## config.mk

```make
export PLATFORM = sky130hd
export DESIGN_NAME = chm_queue
export DESIGN_NICKNAME = d
export VERILOG_FILES = /design/src/rtl/chm_pkg.sv /design/src/rtl/chm_queue.sv
export SDC_FILE = /design/constraint.sdc
export NUM_CORES = 1
export LEC_CHECK = 0
export ABC_CLOCK_PERIOD_IN_PS = 5200
export BUFFER_PORTS_ARGS = -buffer_cell sky130_fd_sc_hd__buf_2
export CORE_MARGIN = 2
export CORE_UTILIZATION = 45
export DETAILED_ROUTE_END_ITERATION = 10
export GPL_TIMING_DRIVEN = 0
export PLACE_DENSITY = 0.7
export SYNTH_ARGS = -nofsm -noshare
export SYNTH_HDL_FRONTEND = slang
export SYNTH_SLANG_ARGS = --single-unit
```

## constraint.sdc

```tcl
create_clock -name aclk -period 5.2 [get_ports aclk]
set_input_delay 1.04 -clock aclk [delete_from_list [all_inputs] [get_ports aclk]]
set_output_delay 1.04 -clock aclk [all_outputs]
set_load 0.05 [all_outputs]
```

## src/rtl/chm_pkg.sv

```systemverilog
package chm_pkg;

    localparam int unsigned DefBuckets  = 16;
    localparam int unsigned DefCapacity = 64;

    typedef enum logic [1:0] {
        REQ_INSERT = 2'd0,
        REQ_REMOVE = 2'd1,
        REQ_LOOKUP = 2'd2,
        REQ_OTHER  = 2'd3
    } req_type_t;

    typedef enum logic [2:0] {
        ST_ADDED   = 3'd0,
        ST_DUP     = 3'd1,
        ST_REMOVED = 3'd2,
        ST_MISSING = 3'd3,
        ST_FOUND   = 3'd4,
        ST_FULL    = 3'd5
    } status_t;

    typedef struct packed {
        logic [1:0]         req_type;
        logic [30:0]        key;
        logic signed [31:0] value;
    } req_t;

    typedef struct packed {
        logic [2:0]         status;
        logic               hit;
        logic signed [31:0] found_value;
    } rsp_t;

endpackage

```

## src/rtl/chm_queue.sv

```systemverilog
module chm_queue
    import chm_pkg::*;
(
    input  logic aclk,
    input  logic aresetn,
    input  logic in_valid,
    output logic in_ready,
    input  req_t in_data,
    output logic out_valid,
    input  logic out_ready,
    output req_t out_data
);

    req_t data_reg [2];
    logic wr_ptr_reg, wr_ptr_next;
    logic rd_ptr_reg, rd_ptr_next;
    logic [1:0] count_reg, count_next;
    logic push, pop;

    assign in_ready  = (count_reg != 2'd2);
    assign out_valid = (count_reg != 2'd0);
    assign out_data  = data_reg[rd_ptr_reg];
    assign push = in_valid && in_ready;
    assign pop  = out_valid && out_ready;

    always_comb begin
        wr_ptr_next = push ? ~wr_ptr_reg : wr_ptr_reg;
        rd_ptr_next = pop ? ~rd_ptr_reg : rd_ptr_reg;
        count_next  = count_reg + {1'b0, push} - {1'b0, pop};
    end

    always_ff @(posedge aclk) begin
        if (!aresetn) begin
            wr_ptr_reg <= 1'b0;
            rd_ptr_reg <= 1'b0;
            count_reg  <= 2'd0;
        end else begin
            wr_ptr_reg <= wr_ptr_next;
            rd_ptr_reg <= rd_ptr_next;
            count_reg  <= count_next;
        end
    end

    always_ff @(posedge aclk) begin
        if (push) begin
            data_reg[wr_ptr_reg] <= in_data;
        end
    end

endmodule

```

==> results.yml <==
drt:
  drt_iter0_drc: 81
  drc: 0
  viasPerCell: 4.817
  ant_nets: 0
  routedWlPerCell_um: 15.43
  routed_wl_um: 8268
  detail_route.first_pass.iterations: 4
  num_vias: 2582
worst_setup_path:
  reg2reg_depth: 8
  critPathArrivalTime_ps: 1650
  critPathKind: "flop to output port"
  worstReg2RegStart: "count_reg[0]"
  crit_family: "buffers and inverters"
  startpoint_type: "flop"
  crit_buf_inv: 3
  cp_max_fo: 10
  crit_top_cell: "buf_6"
  worstReg2RegEnd: "count_reg[1]"
  cp-end-kind: "output port"
  crit_slowest_cell: "dfxtp_1"
  cp.required_ps: 4160
  path_cells: "buf_6 -> buf_6 -> mux2_4 -> buf_2"
  reg2reg_slack_ps: 3490
  cp_slowest_stage_delay_ps: 350
cts:
  cts.repair.resized: 0
  cts_tree: "built"
  cts_setup_buffers: 0
  cts.path.max_buffers: 2
  cts_num_sinks: 135
  ctsHtreeMaxLevel: 4
  cts.root.buffer_cell: "clkbuf_16"
  clk_pin_slew_worst_paths_ps: 50
  clock_latency_ps: 400
  hold_buffers: 0
  cts_buffers: 17
synth:
  postSynthCellCount: 226
  ys_seq_area_frac: 0.7805
  synth_top_area_frac: 0.7610
  syn_nets: 297
  yosys_register_bits: 135
  synth_area_leader_cell: "edfxtp_1"
  synth_area_leaders: "edfxtp_1, mux2_4, mux2_2"
  synthDistinctLibCells: 18
  netlist_area_um2: 5130
  yosys_warnings: 0
  syn_area_per_cell_um2: 22.70
sta:
  slew_headroom: 0.6847
  hold_viol_final: 0
  final-setup-viol-count: 0
  worst_pin_slew_ps: 472.9
  rsz0062_at_grt: "no"
  slew_violations: 0
  max_freq_ghz: 0.3711
  min_period_ps: 2695
  worst_clock_skew_ps: 2.977
  worst_hold_slack_ps: 515.9
  finalCritPeriodShare: 0.5182
layout:
  seq_area_um2: 4004
  synthToLayoutAreaGrowth_pct: 29.98
  nNetsFinal: 454
  multiInputGateArea_um2: 1062
  largest_reg_flops: 130
  fillCellCount: 820
  post-route-util: 0.6071
  drive_gt1_frac: 0.6086
  n_antenna_cell: 0
global_routing:
  overflow: 0
  grt_pass1_vias: 2632
  grt.total_usage: 0.1391
  grt_max_degree: 35
  grt_pass1_wl_um: 13070
  antenna_found_initial: 0
place:
  dp_hpwl_um: 5669
  io_buffers: 135
  gp_congestion: 0.6850
floorplanning:
  rows: 38
  die_h_um: 110.8
  die_x_um: 110.8
  core_area_um2: 10980
  die_area_um2: 12270
  start_util: 0.4671
  io_pins: 136
worst_hold_path:
  hold_path_depth: 2
  hold_start: "wr_ptr_reg"
  whs_endpoint: "wr_ptr_reg"
  hold_class: "flop to flop"
pwr:
  vdd_drop_max_uv: 314.6
  p_leak_nw: 2.620
  power_density_nw_per_um2: 588.7
run_status:
  status: "finished, final reports clean"
run:
  maxCapViolCount: 0
-- cells by family after synthesis --
group / share of synthesized area
flops: 0.7805
mux: 0.1812
simple gates: 0.01195
buf+inv: 0.01488
xor+xnor: 0.005123
fa+ha+maj: 0.004877
compound gates: 0.001464
-- layout make-up --
cell class                      count  share of cell area
Sequential cell                   135              0.6005
Multi-Input combinational cell     83              0.1593
Timing Repair Buffer              138              0.1103
Clock buffer                       20             0.06549
Clock inverter                     12             0.02665
Tap cell                          140             0.02627
Buffer                              7             0.01088
Inverter                            1           0.0005630
-- power by group --
part           leakage [nW]  internal [mW]  total (mW)  switching, mW
Sequential             1.26           1.37        1.41         0.0387
Combinational          1.08          0.431        1.30          0.870
Clock                 0.288          0.801        1.22          0.418
Total                  2.62           2.60        3.92           1.33
-- worst max path at each step --
stage                         start         endpoint  slack, ps  depth (start not counted)
after detailed placement  out_ready     count_reg[1]       2910                          8
after CTS                      flop     out_data[27]       2460                          4
after floorplan            in_valid   data_reg[0][0]        840                          2
final                          flop     out_data[33]       2510                          4
after global placement     in_valid  data_reg[0][26]       -810                          3
after global routing           flop     out_data[56]       2430                          4
-- stage by stage --
step           setup TNS [ps]  total power, mW  setup WS [ps]  instances  area (um^2)
2_1_floorplan               0            2.484          835.3        226         5130
3_3_place_gp           -52120            2.727         -806.9        501         5981
3_5_place_dp                0            2.746           2905        504         6053
4_1_cts                     0            3.976           2461        536         6668
5_1_grt                     0            4.086           2426        536         6668
6_report                    0            3.925           2505        536         6668
-- placed cells by master, fill, tap and decap left out, drive strengths merged, types with 3 or more instances in the layout --
cell      netlist  final
clkinv          0      5
buf             7    145
xnor2           3      3
clkbuf          0     20
dfxtp           5      5
mux2           65     65
edfxtp        130    130
bufinv          0      4
clkinvlp        0      3
-- tightest hold or removal path: stages, from the launching register on --
cell     delay, ps
dfxtp_1        340
nand2_1         70
mux2i_1         60
-- cell usage after synthesis --
| cell type | number |
|---|---|
| and3_1 | 1 |
| inv_1 | 1 |
| mux2i_1 | 1 |
| edfxtp_1 | 130 |
| nand2_1 | 2 |
| or2_2 | 1 |
| mux2_2 | 15 |
| o21a_1 | 1 |
| mux2_4 | 50 |
| ha_1 | 2 |
| nand2b_1 | 2 |
| dfxtp_1 | 5 |
| nor2_1 | 1 |
| xnor2_1 | 3 |
| buf_6 | 6 |
| buf_2 | 1 |
| and2_1 | 2 |
| nor2b_1 | 2 |
-- per-layer routing --
metal,track usage,vias to the layer above,wire length [um]
met1,0.1578,1263,3301
met3,0.05577,14,604
met2,0.2331,98,4217
li1,-,1207,-
met4,0.06000,0,145
met5,0,-,0
(Power assumes the default switching activity.)
